`config.mk`:
```
export PLATFORM = sky130hd
export DESIGN_NAME = sensor_baseline_settle_detector_top_flat
export DESIGN_NICKNAME = d
export VERILOG_FILES = /design/src/rtl/sbsd_pkg.sv /design/src/rtl/sbsd_if.sv /design/src/rtl/sbsd_ram.sv /design/src/rtl/sbsd_chan.sv /design/src/rtl/sensor_baseline_settle_detector_top.sv /design/src/flat_wrapper.sv
export SDC_FILE = /design/constraint.sdc
export NUM_CORES = 2
export LEC_CHECK = 0
export BUFFER_PORTS_ARGS = -buffer_cell sky130_fd_sc_hd__clkbuf_2
export CAP_MARGIN = 20
export CORE_ASPECT_RATIO = 1.1
export CORE_MARGIN = 3
export CORE_UTILIZATION = 60
export CTS_CLUSTER_DIAMETER = 100
export DETAILED_ROUTE_END_ITERATION = 8
export GPL_ROUTABILITY_DRIVEN = 1
export PLACE_DENSITY = 0.84
export SETUP_SLACK_MARGIN = 0.5
export SLEW_MARGIN = 30
export SYNTH_ARGS = -nofsm -noshare
export SYNTH_HDL_FRONTEND = slang
export SYNTH_HIERARCHICAL = 1
export SYNTH_SLANG_ARGS = --single-unit
```
`constraint.sdc`:
```
create_clock -name clk_i -period 8.3 [get_ports clk_i]
set_clock_uncertainty 0.1 [all_clocks]
set_input_delay 0.83 -clock clk_i [delete_from_list [all_inputs] [get_ports clk_i]]
set_output_delay 0.83 -clock clk_i [all_outputs]
set_load 0.05 [all_outputs]
```
`src/rtl/sbsd_pkg.sv`:
```
// ----------------------------------------------------------------------------
// sbsd_pkg
// Shared constants, widths and types of the sensor baseline settle detector.
// ----------------------------------------------------------------------------
package sbsd_pkg;

  // averaging window length in samples
  localparam int unsigned WINDOW   = 10;
  localparam int unsigned SAMPLE_W = 12;
  localparam int unsigned POS_W    = $clog2(WINDOW);
  // running sum holds WINDOW * full scale without wrapping
  localparam int unsigned SUM_W    = $clog2(WINDOW * ((1 << SAMPLE_W) - 1) + 1);

  // reciprocal for the divide by WINDOW, exact over the whole sum range
  localparam int unsigned SHIFT    = SUM_W + $clog2(WINDOW);
  localparam int unsigned RECIP_W  = SUM_W + 1;
  localparam int unsigned PROD_W   = SUM_W + RECIP_W;
  localparam logic [RECIP_W-1:0] RECIP =
    RECIP_W'(((64'd1 << SHIFT) + 64'(WINDOW) - 64'd1) / 64'(WINDOW));

  // history row holds the three channel samples side by side
  localparam int unsigned ROW_W    = 3 * SAMPLE_W;

  // reset value of the settle delta register
  localparam logic [SAMPLE_W-1:0] DELTA_RESET = SAMPLE_W'(2);

  // stage moves shared by the channel lanes
  typedef struct packed {
    logic s1_fire;
    logic s2_fire;
  } sbsd_ctrl_t;

endpackage

```
`src/rtl/sbsd_if.sv`:
```
// ----------------------------------------------------------------------------
// sbsd_if
// Valid/ready channels of the detector: sample items, result items and the
// settle delta write channel.
// ----------------------------------------------------------------------------
interface sbsd_in_if import sbsd_pkg::*; ();
  logic                valid;
  logic                ready;
  logic [SAMPLE_W-1:0] sample_co;
  logic [SAMPLE_W-1:0] sample_nh3;
  logic [SAMPLE_W-1:0] sample_no2;

  modport source (output valid, output sample_co, output sample_nh3,
                  output sample_no2, input ready);
  modport sink   (input valid, input sample_co, input sample_nh3,
                  input sample_no2, output ready);
endinterface

interface sbsd_out_if import sbsd_pkg::*; ();
  logic                valid;
  logic                ready;
  logic                stable_co;
  logic                stable_nh3;
  logic                stable_no2;
  logic                all_stable;
  logic [SAMPLE_W-1:0] average_co;
  logic [SAMPLE_W-1:0] average_nh3;
  logic [SAMPLE_W-1:0] average_no2;

  modport source (output valid, output stable_co, output stable_nh3,
                  output stable_no2, output all_stable, output average_co,
                  output average_nh3, output average_no2, input ready);
  modport sink   (input valid, input stable_co, input stable_nh3,
                  input stable_no2, input all_stable, input average_co,
                  input average_nh3, input average_no2, output ready);
endinterface

interface sbsd_cfg_if import sbsd_pkg::*; ();
  logic                valid;
  logic                ready;
  logic [SAMPLE_W-1:0] settle_delta;

  modport source (output valid, output settle_delta, input ready);
  modport sink   (input valid, input settle_delta, output ready);
endinterface

```
`src/rtl/sbsd_ram.sv`:
```
// ----------------------------------------------------------------------------
// sbsd_ram
// Generic single-clock RAM: one write port, one read port with registered
// read data that holds while no read is issued.
// ----------------------------------------------------------------------------
module sbsd_ram #(
  parameter int unsigned WIDTH = 8,
  parameter int unsigned DEPTH = 16
) (
  input  logic                     clk_i,
  input  logic                     we_i,
  input  logic [$clog2(DEPTH)-1:0] waddr_i,
  input  logic [WIDTH-1:0]         wdata_i,
  input  logic                     re_i,
  input  logic [$clog2(DEPTH)-1:0] raddr_i,
  output logic [WIDTH-1:0]         rdata_o
);

  logic [WIDTH-1:0] mem_q [DEPTH];
  logic [WIDTH-1:0] rdata_q;

  // write port
  always_ff @(posedge clk_i) begin
    if (we_i) begin
      mem_q[waddr_i] <= wdata_i;
    end
  end

  // registered read port
  always_ff @(posedge clk_i) begin
    if (re_i) begin
      rdata_q <= mem_q[raddr_i];
    end
  end

  assign rdata_o = rdata_q;

endmodule

```
`src/rtl/sbsd_chan.sv`:
```
// ----------------------------------------------------------------------------
// sbsd_chan
// One channel lane: running window sum, divide by the window length through
// a reciprocal multiply, and the settle compare against the delta.
// ----------------------------------------------------------------------------
module sbsd_chan import sbsd_pkg::*; (
  input  logic                clk_i,
  input  logic                rst_ni,
  input  sbsd_ctrl_t          ctrl_i,
  input  logic [SAMPLE_W-1:0] sample_i,
  input  logic [SAMPLE_W-1:0] oldest_i,
  input  logic [SAMPLE_W-1:0] delta_i,
  output logic [SAMPLE_W-1:0] average_o,
  output logic                stable_o
);

  logic [SUM_W-1:0]    sum_q, sum_d;
  logic [SUM_W-1:0]    s2_sum_q;
  logic [SAMPLE_W-1:0] s2_smp_q;
  logic [PROD_W-1:0]   prod;
  logic [SAMPLE_W-1:0] avg_d;
  logic [SAMPLE_W-1:0] avg_q;
  logic [SAMPLE_W-1:0] smp_q;
  logic [SAMPLE_W-1:0] diff;

  // new sample in, oldest entry out
  assign sum_d = sum_q + SUM_W'(sample_i) - SUM_W'(oldest_i);

  always_ff @(posedge clk_i or negedge rst_ni) begin
    if (!rst_ni) begin
      sum_q <= '0;
    end else if (ctrl_i.s1_fire) begin
      sum_q <= sum_d;
    end
  end

  // stage 2 operands
  always_ff @(posedge clk_i) begin
    if (ctrl_i.s1_fire) begin
      s2_sum_q <= sum_d;
      s2_smp_q <= sample_i;
    end
  end

  // truncating divide by the window length
  assign prod  = PROD_W'(s2_sum_q) * PROD_W'(RECIP);
  assign avg_d = SAMPLE_W'(prod >> SHIFT);

  // output register
  always_ff @(posedge clk_i) begin
    if (ctrl_i.s2_fire) begin
      avg_q <= avg_d;
      smp_q <= s2_smp_q;
    end
  end

  // absolute difference against the delta
  assign diff      = (avg_q >= smp_q) ? (avg_q - smp_q) : (smp_q - avg_q);
  assign stable_o  = (diff < delta_i);
  assign average_o = avg_q;

endmodule

```
`src/rtl/sensor_baseline_settle_detector_top.sv`:
```
// ----------------------------------------------------------------------------
// sensor_baseline_settle_detector_top
// Moving-average settle detector over three gas sensor channels.
// ----------------------------------------------------------------------------
// The block takes one item of three samples per clock cycle unless the result
// side stalls it, and returns one result item per input item. The sample
// history of all three channels sits in one RAM row per window slot: an item
// reads its slot when it is accepted, stage 1 then updates the running sums
// and writes the new samples back, stage 2 does the reciprocal multiply for
// the divide, and the result is then held in the output register. Unwritten
// slots read as zero through per-slot valid bits that reset clears at once,
// so no clearing pass is needed. The settle delta resets to 2 and is written
// through the configuration channel, which is always ready.
// ----------------------------------------------------------------------------
module sensor_baseline_settle_detector_top import sbsd_pkg::*; (
  input  logic      clk_i,
  input  logic      rst_ni,
  sbsd_in_if.sink   sample_i,
  sbsd_out_if.source result_o,
  sbsd_cfg_if.sink  cfg_i
);

  logic [SAMPLE_W-1:0] delta_q;
  logic [POS_W-1:0]    pos_q, pos_d;
  logic [WINDOW-1:0]   valid_q;
  logic                s1_vld_q, s2_vld_q, out_vld_q;
  logic [POS_W-1:0]    s1_pos_q;
  logic                rd_valid_q;
  logic [SAMPLE_W-1:0] s1_co_q, s1_nh3_q, s1_no2_q;
  logic                in_fire;
  sbsd_ctrl_t          ctrl;
  logic [ROW_W-1:0]    rdata;
  logic [ROW_W-1:0]    oldest;
  logic [ROW_W-1:0]    wdata;

  // configuration register
  assign cfg_i.ready = 1'b1;

  always_ff @(posedge clk_i or negedge rst_ni) begin
    if (!rst_ni) begin
      delta_q <= DELTA_RESET;
    end else if (cfg_i.valid) begin
      delta_q <= cfg_i.settle_delta;
    end
  end

  // pipeline handshake
  assign ctrl.s2_fire   = s2_vld_q && (!out_vld_q || result_o.ready);
  assign ctrl.s1_fire   = s1_vld_q && (!s2_vld_q || ctrl.s2_fire);
  assign sample_i.ready = !s1_vld_q || ctrl.s1_fire;
  assign in_fire        = sample_i.valid && sample_i.ready;

  always_ff @(posedge clk_i or negedge rst_ni) begin
    if (!rst_ni) begin
      s1_vld_q  <= 1'b0;
      s2_vld_q  <= 1'b0;
      out_vld_q <= 1'b0;
    end else begin
      if (in_fire) begin
        s1_vld_q <= 1'b1;
      end else if (ctrl.s1_fire) begin
        s1_vld_q <= 1'b0;
      end
      if (ctrl.s1_fire) begin
        s2_vld_q <= 1'b1;
      end else if (ctrl.s2_fire) begin
        s2_vld_q <= 1'b0;
      end
      if (ctrl.s2_fire) begin
        out_vld_q <= 1'b1;
      end else if (result_o.ready) begin
        out_vld_q <= 1'b0;
      end
    end
  end

  // ring write position
  assign pos_d = (pos_q == POS_W'(WINDOW - 1)) ? '0 : pos_q + POS_W'(1);

  always_ff @(posedge clk_i or negedge rst_ni) begin
    if (!rst_ni) begin
      pos_q <= '0;
    end else if (in_fire) begin
      pos_q <= pos_d;
    end
  end

  // per-slot written flags, so untouched slots read as zero
  always_ff @(posedge clk_i or negedge rst_ni) begin
    if (!rst_ni) begin
      valid_q <= '0;
    end else if (ctrl.s1_fire) begin
      valid_q[s1_pos_q] <= 1'b1;
    end
  end

  // stage 1 item capture alongside the RAM read
  always_ff @(posedge clk_i) begin
    if (in_fire) begin
      s1_pos_q   <= pos_q;
      rd_valid_q <= valid_q[pos_q];
      s1_co_q    <= sample_i.sample_co;
      s1_nh3_q   <= sample_i.sample_nh3;
      s1_no2_q   <= sample_i.sample_no2;
    end
  end

  // history memory: read at accept, write back when stage 1 moves on
  assign wdata = {s1_co_q, s1_nh3_q, s1_no2_q};

  sbsd_ram #(
    .WIDTH (ROW_W),
    .DEPTH (WINDOW)
  ) u_hist (
    .clk_i   (clk_i),
    .we_i    (ctrl.s1_fire),
    .waddr_i (s1_pos_q),
    .wdata_i (wdata),
    .re_i    (in_fire),
    .raddr_i (pos_q),
    .rdata_o (rdata)
  );

  assign oldest = rd_valid_q ? rdata : '0;

  // channel lanes
  sbsd_chan u_co (
    .clk_i     (clk_i),
    .rst_ni    (rst_ni),
    .ctrl_i    (ctrl),
    .sample_i  (s1_co_q),
    .oldest_i  (oldest[3*SAMPLE_W-1:2*SAMPLE_W]),
    .delta_i   (delta_q),
    .average_o (result_o.average_co),
    .stable_o  (result_o.stable_co)
  );

  sbsd_chan u_nh3 (
    .clk_i     (clk_i),
    .rst_ni    (rst_ni),
    .ctrl_i    (ctrl),
    .sample_i  (s1_nh3_q),
    .oldest_i  (oldest[2*SAMPLE_W-1:SAMPLE_W]),
    .delta_i   (delta_q),
    .average_o (result_o.average_nh3),
    .stable_o  (result_o.stable_nh3)
  );

  sbsd_chan u_no2 (
    .clk_i     (clk_i),
    .rst_ni    (rst_ni),
    .ctrl_i    (ctrl),
    .sample_i  (s1_no2_q),
    .oldest_i  (oldest[SAMPLE_W-1:0]),
    .delta_i   (delta_q),
    .average_o (result_o.average_no2),
    .stable_o  (result_o.stable_no2)
  );

  // result item
  assign result_o.valid      = out_vld_q;
  assign result_o.all_stable = result_o.stable_co && result_o.stable_nh3 &&
                               result_o.stable_no2;

  // read and write-back never target the same slot in one cycle
  a_no_slot_clash: assert property (@(posedge clk_i) disable iff (!rst_ni)
    (in_fire && ctrl.s1_fire) |-> (pos_q != s1_pos_q))
    else $error("history read and write hit the same slot");

  // write position stays inside the window
  a_pos_range: assert property (@(posedge clk_i) disable iff (!rst_ni)
    pos_q <= POS_W'(WINDOW - 1))
    else $error("write position outside the window");

  // a written slot is marked valid afterwards
  a_slot_marked: assert property (@(posedge clk_i) disable iff (!rst_ni)
    ctrl.s1_fire |=> valid_q[$past(s1_pos_q)])
    else $error("written slot not marked valid");

  // a result only appears after the multiply stage held an item
  a_out_from_s2: assert property (@(posedge clk_i) disable iff (!rst_ni)
    $rose(out_vld_q) |-> $past(s2_vld_q))
    else $error("result valid without a stage 2 item");

  // an item in stage 1 is not dropped while stalled
  a_s1_hold: assert property (@(posedge clk_i) disable iff (!rst_ni)
    (s1_vld_q && !ctrl.s1_fire) |=> (s1_vld_q && $stable(s1_pos_q)))
    else $error("stalled stage 1 item lost");

endmodule

```
`src/flat_wrapper.sv`:
```
// flat-port wrapper written by rule: the top's interface ports become plain ports
module sensor_baseline_settle_detector_top_flat import sbsd_pkg::*;
  (clk_i, rst_ni, sample_i_valid, sample_i_sample_co, sample_i_sample_nh3, sample_i_sample_no2, sample_i_ready, result_o_valid, result_o_stable_co, result_o_stable_nh3, result_o_stable_no2, result_o_all_stable, result_o_average_co, result_o_average_nh3, result_o_average_no2, result_o_ready, cfg_i_valid, cfg_i_settle_delta, cfg_i_ready);
  sbsd_in_if sample_i_i ();
  sbsd_out_if result_o_i ();
  sbsd_cfg_if cfg_i_i ();
  input  logic clk_i;
  input  logic rst_ni;
  input wire logic [$bits(sample_i_i.valid)-1:0] sample_i_valid;
  input wire logic [$bits(sample_i_i.sample_co)-1:0] sample_i_sample_co;
  input wire logic [$bits(sample_i_i.sample_nh3)-1:0] sample_i_sample_nh3;
  input wire logic [$bits(sample_i_i.sample_no2)-1:0] sample_i_sample_no2;
  output wire logic [$bits(sample_i_i.ready)-1:0] sample_i_ready;
  output wire logic [$bits(result_o_i.valid)-1:0] result_o_valid;
  output wire logic [$bits(result_o_i.stable_co)-1:0] result_o_stable_co;
  output wire logic [$bits(result_o_i.stable_nh3)-1:0] result_o_stable_nh3;
  output wire logic [$bits(result_o_i.stable_no2)-1:0] result_o_stable_no2;
  output wire logic [$bits(result_o_i.all_stable)-1:0] result_o_all_stable;
  output wire logic [$bits(result_o_i.average_co)-1:0] result_o_average_co;
  output wire logic [$bits(result_o_i.average_nh3)-1:0] result_o_average_nh3;
  output wire logic [$bits(result_o_i.average_no2)-1:0] result_o_average_no2;
  input wire logic [$bits(result_o_i.ready)-1:0] result_o_ready;
  input wire logic [$bits(cfg_i_i.valid)-1:0] cfg_i_valid;
  input wire logic [$bits(cfg_i_i.settle_delta)-1:0] cfg_i_settle_delta;
  output wire logic [$bits(cfg_i_i.ready)-1:0] cfg_i_ready;
  assign sample_i_i.valid = sample_i_valid;
  assign sample_i_i.sample_co = sample_i_sample_co;
  assign sample_i_i.sample_nh3 = sample_i_sample_nh3;
  assign sample_i_i.sample_no2 = sample_i_sample_no2;
  assign sample_i_ready = sample_i_i.ready;
  assign result_o_valid = result_o_i.valid;
  assign result_o_stable_co = result_o_i.stable_co;
  assign result_o_stable_nh3 = result_o_i.stable_nh3;
  assign result_o_stable_no2 = result_o_i.stable_no2;
  assign result_o_all_stable = result_o_i.all_stable;
  assign result_o_average_co = result_o_i.average_co;
  assign result_o_average_nh3 = result_o_i.average_nh3;
  assign result_o_average_no2 = result_o_i.average_no2;
  assign result_o_i.ready = result_o_ready;
  assign cfg_i_i.valid = cfg_i_valid;
  assign cfg_i_i.settle_delta = cfg_i_settle_delta;
  assign cfg_i_ready = cfg_i_i.ready;
  sensor_baseline_settle_detector_top u_core (.clk_i(clk_i), .rst_ni(rst_ni), .sample_i(sample_i_i), .result_o(result_o_i), .cfg_i(cfg_i_i));
endmodule
```
Word-level counts from Yosys, hierarchy flattened. Memories as Yosys holds them, arrays and structs flattened. A register that Yosys moved wholly into a read port is not among the register bits. Cells that the tools add are included.

Register bits after elaboration: 274. RAM bits: 360. Output and inout port bits: 43. Word-level logic and storage cells: 86. Memories: 1.

Memories: u_core.u_hist.mem_q (depth 10, bits a word 36, rd ports 1, clocked after memory_dff 1, wr ports 1, line sbsd_ram.sv:19) `logic [WIDTH-1:0] mem_q [DEPTH];`.

$add $sub $neg: 13. Multiply operators: 3. Magnitude comparators: 9. Equal/unequal tests: 1. Multiplexer cells: 17. Bitwise gates (word level): 1. Reduce and logical (&&, ||, !) cells: 15.

Operators by type and width (number): 16-bit by 16-bit multiplier with 31-bit output (second input constant) (3); 12-bit subtractor (6); 16-bit by 12-bit adder with 16-bit output (3); 16-bit by 12-bit subtractor with 16-bit output (3); 12-bit >= comparator (3); 12-bit < comparator (3); 12-bit 2-to-1 mux (3); 36-bit 2-to-1 mux (1); 4-bit by 5-bit < comparator with 1-bit output (second input constant) (2); 1-bit 2-to-1 mux (10); 10-bit bitwise OR (1); 1-bit logical AND (6); 2-bit nonzero test (3); 4-bit by 1-bit adder with 4-bit output (second input constant) (1); 1-bit binary-select mux with 4-bit select (1); 1-bit demux with 4-bit select (1); 4-bit equality test (second input constant) (1); 4-bit by 1-bit >= comparator with 1-bit output (second input constant) (1); 4-bit 2-to-1 mux (1); 1-bit logical NOT (3); 1-bit logical OR (3).

Longest topological paths before layout.
Word-level depth: 8. Depth in mapped cells: 21. Mapped depth without buffers: 21.

By module. The synthesis kept the hierarchy.

By module, submodules not included: sbsd_ram (instances 1, cells each 782, area an instance 15254.6 µm², sequential area each 11891.4 µm²); sbsd_chan at u_core.u_co (instances 1, cells each 963, area an instance 9308.9 µm², sequential area each 1961.9 µm²); sbsd_chan at u_core.u_nh3 (instances 1, cells each 929, area an instance 9123.8 µm², sequential area each 1961.9 µm²); sbsd_chan at u_core.u_no2 (instances 1, cells each 867, area an instance 8877.3 µm², sequential area each 1961.9 µm²); sensor_baseline_settle_detector_top (instances 1, cells each 179, area an instance 2733.9 µm², sequential area each 1958.1 µm²).

Worst setup path before layout. No wires, ideal clock.

Path type: input to register. Start point: input port result_o_ready. End point: memory u_core/u_hist/mem_q[0][0] in the netlist's numbering (enable). Setup time: 0.474 ns. Data arrival time: 5.922 ns. Setup slack: 1.805 ns. Cell stages on the path: 5. Cell sequence: nand3b_1 -> nand2_1 -> inv_1 -> or3b_2 -> nor3_1.

RTL lines: start: declaration (line flat_wrapper.sv:22) `input wire logic [$bits(result_o_i.ready)-1:0] result_o_ready;`; end: declaration (line sbsd_ram.sv:19).

Worst setup path after layout.
Start point: register u_core.u_co.avg_q[0] (netlist: u_core/u_co/average_o[0]). End point: output port result_o_all_stable.

Cells in the longest elaborated chain, start to end: 5. Elaborated cells between the ends (all ways): 7.

Ends and longest elaborated chain: start: declaration (line sbsd_chan.sv:22) `logic [SAMPLE_W-1:0] avg_q;`; start signal: assignment (line sbsd_chan.sv:52) `avg_q <= avg_d;`; 12-bit subtractor or 12-bit >= comparator (tied branches) (line sbsd_chan.sv:58) `assign diff = (avg_q >= smp_q) ? (avg_q - smp_q) : (smp_q - avg_q);`; 12-bit 2-to-1 mux (*) (line sbsd_chan.sv:58); 12-bit < comparator (*) (line sbsd_chan.sv:59) `assign stable_o = (diff < delta_i);`; 1-bit logical AND (*) (2 in series) (line sensor_baseline_settle_detector_top.sv:162) `assign result_o.all_stable = result_o.stable_co && result_o.stable_nh3 &&`; end: declaration (line flat_wrapper.sv:18) `output wire logic [$bits(result_o_i.all_stable)-1:0] result_o_all_stable;`.

Every way passes the cells marked *; elsewhere a longest branch is shown, timed or not.

==> flow_metrics.env <==
export IMPL_status="finished, final reports clean"
export IMPL_io_pins=96
export IMPL_placementRows=105
export IMPL_area_delta_synth_final_pct=9.03
export IMPL_drcViolationCount=0
export IMPL_path_clk_slew_ns=0.06
export IMPL_mappedNetlistNets=4577
export IMPL_endpoint_kind="output port"
export IMPL_track_usage_pct=26.5
export IMPL_start_util_pct=60.6
export IMPL_fin_crit_ns=6.66
export IMPL_drt_pass1_iter_count=7
export IMPL_critPathArrivalTime_ns=5.73
export IMPL_dp_hpwl_mm=72.4
export IMPL_grt_max_degree=150
export IMPL_syn_avg_cell_area_sq_um=12.2
export IMPL_port_buffers=94
export IMPL_worst_pin_slew_ns=1.04
export IMPL_finalSetupTns_ns=0
export IMPL_final_cell_mix="inv_1, edfxtp_1, ha_1"
export IMPL_coreArea_sq_um=74800
export IMPL_dr_wl_met3_mm=6.46
export IMPL_synth_edf_count=593
export IMPL_slew_headroom_pct=30.6
export IMPL_first_global_vias=29795
export IMPL_cts_sinks=670
export IMPL_ant_nets=0
export IMPL_rsz0062_at_grt="false"
export IMPL_synthCells=3720
export IMPL_async_flop_share_pct=11.5
export IMPL_crit_chain="inv_1, ha_1, inv_1, fa_1, a21o_1, a21oi_1, a211oi_1, o211ai_1, nand2_1, mux2i_1, xor2_1, ha_1, a21o_1, a2111oi_0, o21ai_0, a221oi_1, and3_1, clkbuf_2"
export IMPL_worst_path_largest_cell_delay_ns=0.55
export IMPL_crit_type="flip-flop to output port"
export IMPL_hold_viol_final=0
export IMPL_cts_buffers=72
export IMPL_drive_gt1_share_pct=11.7
export IMPL_required_ns=7.37
export IMPL_diodes=0
export IMPL_htreeDepth=3
export IMPL_met2_length_mm=50.9
export IMPL_nets=4685
export IMPL_startpoint="u_core/u_co/average_o[0]"
export IMPL_synthFlopType="edfxtp_1"
export IMPL_met1Wirelength_mm=41.2
export IMPL_antenna_found_initial=0
export IMPL_cts_setup_buffers=0
export IMPL_ys_warnings_count=6
export IMPL_start_kind="flip-flop"
export IMPL_drt_initial_drc_count=2312
export IMPL_synth_cell_types=93
export IMPL_crit_fanout=11
export IMPL_cts_hold_buf=0
export IMPL_globalRouteOverflowTotal=0
export IMPL_fill_cells=5206
export IMPL_highest_layer="met4"
export IMPL_cap_viol_max_count=0
export IMPL_cts_root_buf="clkbuf_16"
export IMPL_grt_pass1_wl_mm=162
export IMPL_yosysSeqAreaShare_pct=43.6
export IMPL_netlist_area_sq_um=45300
export IMPL_cts_tree="done"
export IMPL_fp_dieW_microns=268
export IMPL_die_area_sq_um=78800
export IMPL_wl_mm=102
export IMPL_slew_violations=0
export IMPL_dieHeight_microns=294
export IMPL_clk_path_buf_depth=3
export IMPL_setup_violations=0
export IMPL_worstReg2RegStart="u_core/u_nh3/s2_sum_q[4]"
export IMPL_cts_resized_gates=0
export IMPL_ys_seq_elements=670
export IMPL_insertion_delay_ns=0.63
export IMPL_min_period_over_period_pct=80.2
export IMPL_post_drt_wl_per_cell_microns=21.0
export IMPL_gp_congestion=0.955
export IMPL_final_common_cell="inv_1"
export IMPL_num_vias=28112
export IMPL_viasPerCell=5.80
export IMPL_fmax_mhz=150
export IMPL_slowest_stage="a221oi_1"
export IMPL_hold_class="input port to asynchronous set/reset pin"
## final cells by class
class,instances,area (sq um),share of cell area (%)
inverter,775,2910,5.90
timing repair buffer,117,733,1.48
clock buffer,81,1860,3.76
clock inverter,51,626,1.27
tap,963,1200,2.44
multi-input combinational,2192,22300,45.2
sequential,670,19700,40.0
## through the flow
| stage | worst slack, ns | std cells | utilization, % | cell area (sq um) | hold WS, ns |
|---|---|---|---|---|---|
| global route | 1.22 | 4849 | 66.1 | 49400 | 0.146 |
| global placement | 2.37 | 4712 | 62.6 | 46800 | 0.301 |
| finish | 1.64 | 4849 | 66.1 | 49400 | 0.123 |
| detailed placement | 2.28 | 4717 | 62.7 | 46900 | 0.306 |
| floorplan | 1.80 | 3720 | - | 45300 | 0.300 |
| CTS | 1.63 | 4849 | 66.1 | 49400 | 0.125 |
## Yosys cell counts (all sizes together) (5+ instances only)
master   count  area share, %
buf         41           0.62
a21oi      118            1.3
nand3       33           0.36
a22o        38           0.73
nand2      140            1.2
and4         7           0.14
xnor2       82            1.6
or2          5          0.069
nor3        30           0.34
a211o        8           0.15
o31ai       42            1.0
nor2b       20           0.28
a2111oi      5           0.15
nand4       22           0.30
mux2       140            3.5
nand2b      25           0.35
o31a         5           0.10
nor2        82           0.68
o2111ai      9           0.17
o41ai        5           0.15
a211oi      20           0.33
ha         525             15
clkbuf      42           0.35
nand3b       9           0.15
o21bai      20           0.33
and3        11           0.15
and2        51           0.71
dfrtp       76            4.2
o22ai       37           0.51
o211ai      21           0.35
edfxtp     593             39
mux2i       95            2.1
a21o        64            1.1
o21ai      101            1.2
o21a        24           0.40
inv        775            6.4
a221oi       9           0.25
fa         279             12
xor2        47           0.91
a31oi       18           0.28
## cell families after synthesis
| kind of cell | count (synthesis) | synth area share, % |
|---|---|---|
| simple gates | 450 | 4.95 |
| flops | 670 | 43.6 |
| compound gates | 572 | 9.12 |
| other cells | 1 | 0.00828 |
| mux | 236 | 5.64 |
| xor+xnor | 129 | 2.49 |
| fa+ha+maj | 804 | 26.8 |
| buf+inv | 858 | 7.39 |
## flip-flops by register name, summed over array words and instances (netlist names), 10 cells and up
signal	count
u_core/delta_q	12
u_core/s1_co_q	12
u_core/s1_nh3_q	12
u_core/s1_no2_q	12
u_core/u_co/average_o	12
u_core/u_co/s2_smp_q	12
u_core/u_co/s2_sum_q	16
u_core/u_co/smp_q	12
u_core/u_co/sum_q	16
u_core/u_hist/mem_q	360
u_core/u_hist/rdata_o	36
u_core/u_nh3/average_o	12
u_core/u_nh3/s2_smp_q	12
u_core/u_nh3/s2_sum_q	16
u_core/u_nh3/smp_q	12
u_core/u_nh3/sum_q	16
u_core/u_no2/average_o	12
u_core/u_no2/s2_smp_q	12
u_core/u_no2/s2_sum_q	16
u_core/u_no2/smp_q	12
u_core/u_no2/sum_q	16
u_core/valid_q	10
## routing by layer
metal  up-vias  track usage, %
li1      13012               -
met1     13890            34.1
met2      1004            46.2
met3       206            4.11
met4         0            8.35
met5         -               0
## final timing paths
| kind | endpoint | slack, ns | cells after the start |
|---|---|---|---|
| max in group asynchronous | u_core/pos_q[3] | 6.87 | 2 |
| setup reg to reg | u_core/u_nh3/average_o[10] | 2.26 | 19 |
| hold / removal | u_core/u_co/sum_q[1] | 0.12 | 1 |
| hold reg to reg | u_core/u_no2/smp_q[8] | 0.29 | 0 |
| setup / recovery | result_o_all_stable | 1.64 | 18 |
| min in group clk_i | u_core/s1_nh3_q[8] | 0.28 | 1 |
## worst max-delay path: cells and delay by family, from the launching register on
kind / cells / cell delay (ns)
flip-flops: 1 / 0.41
adder cells (fa/ha/maj): 3 / 0.86
AND/OR/NAND/NOR: 2 / 0.61
XOR/XNOR: 1 / 0.40
buffers and inverters: 3 / 0.41
multiplexers: 1 / 0.31
AO/OA/AOI/OAI: 8 / 2.06
Power is left out: the tool's default activity adds up to more than one toggle a clock period on the data nets, which glitch-free logic cannot reach.
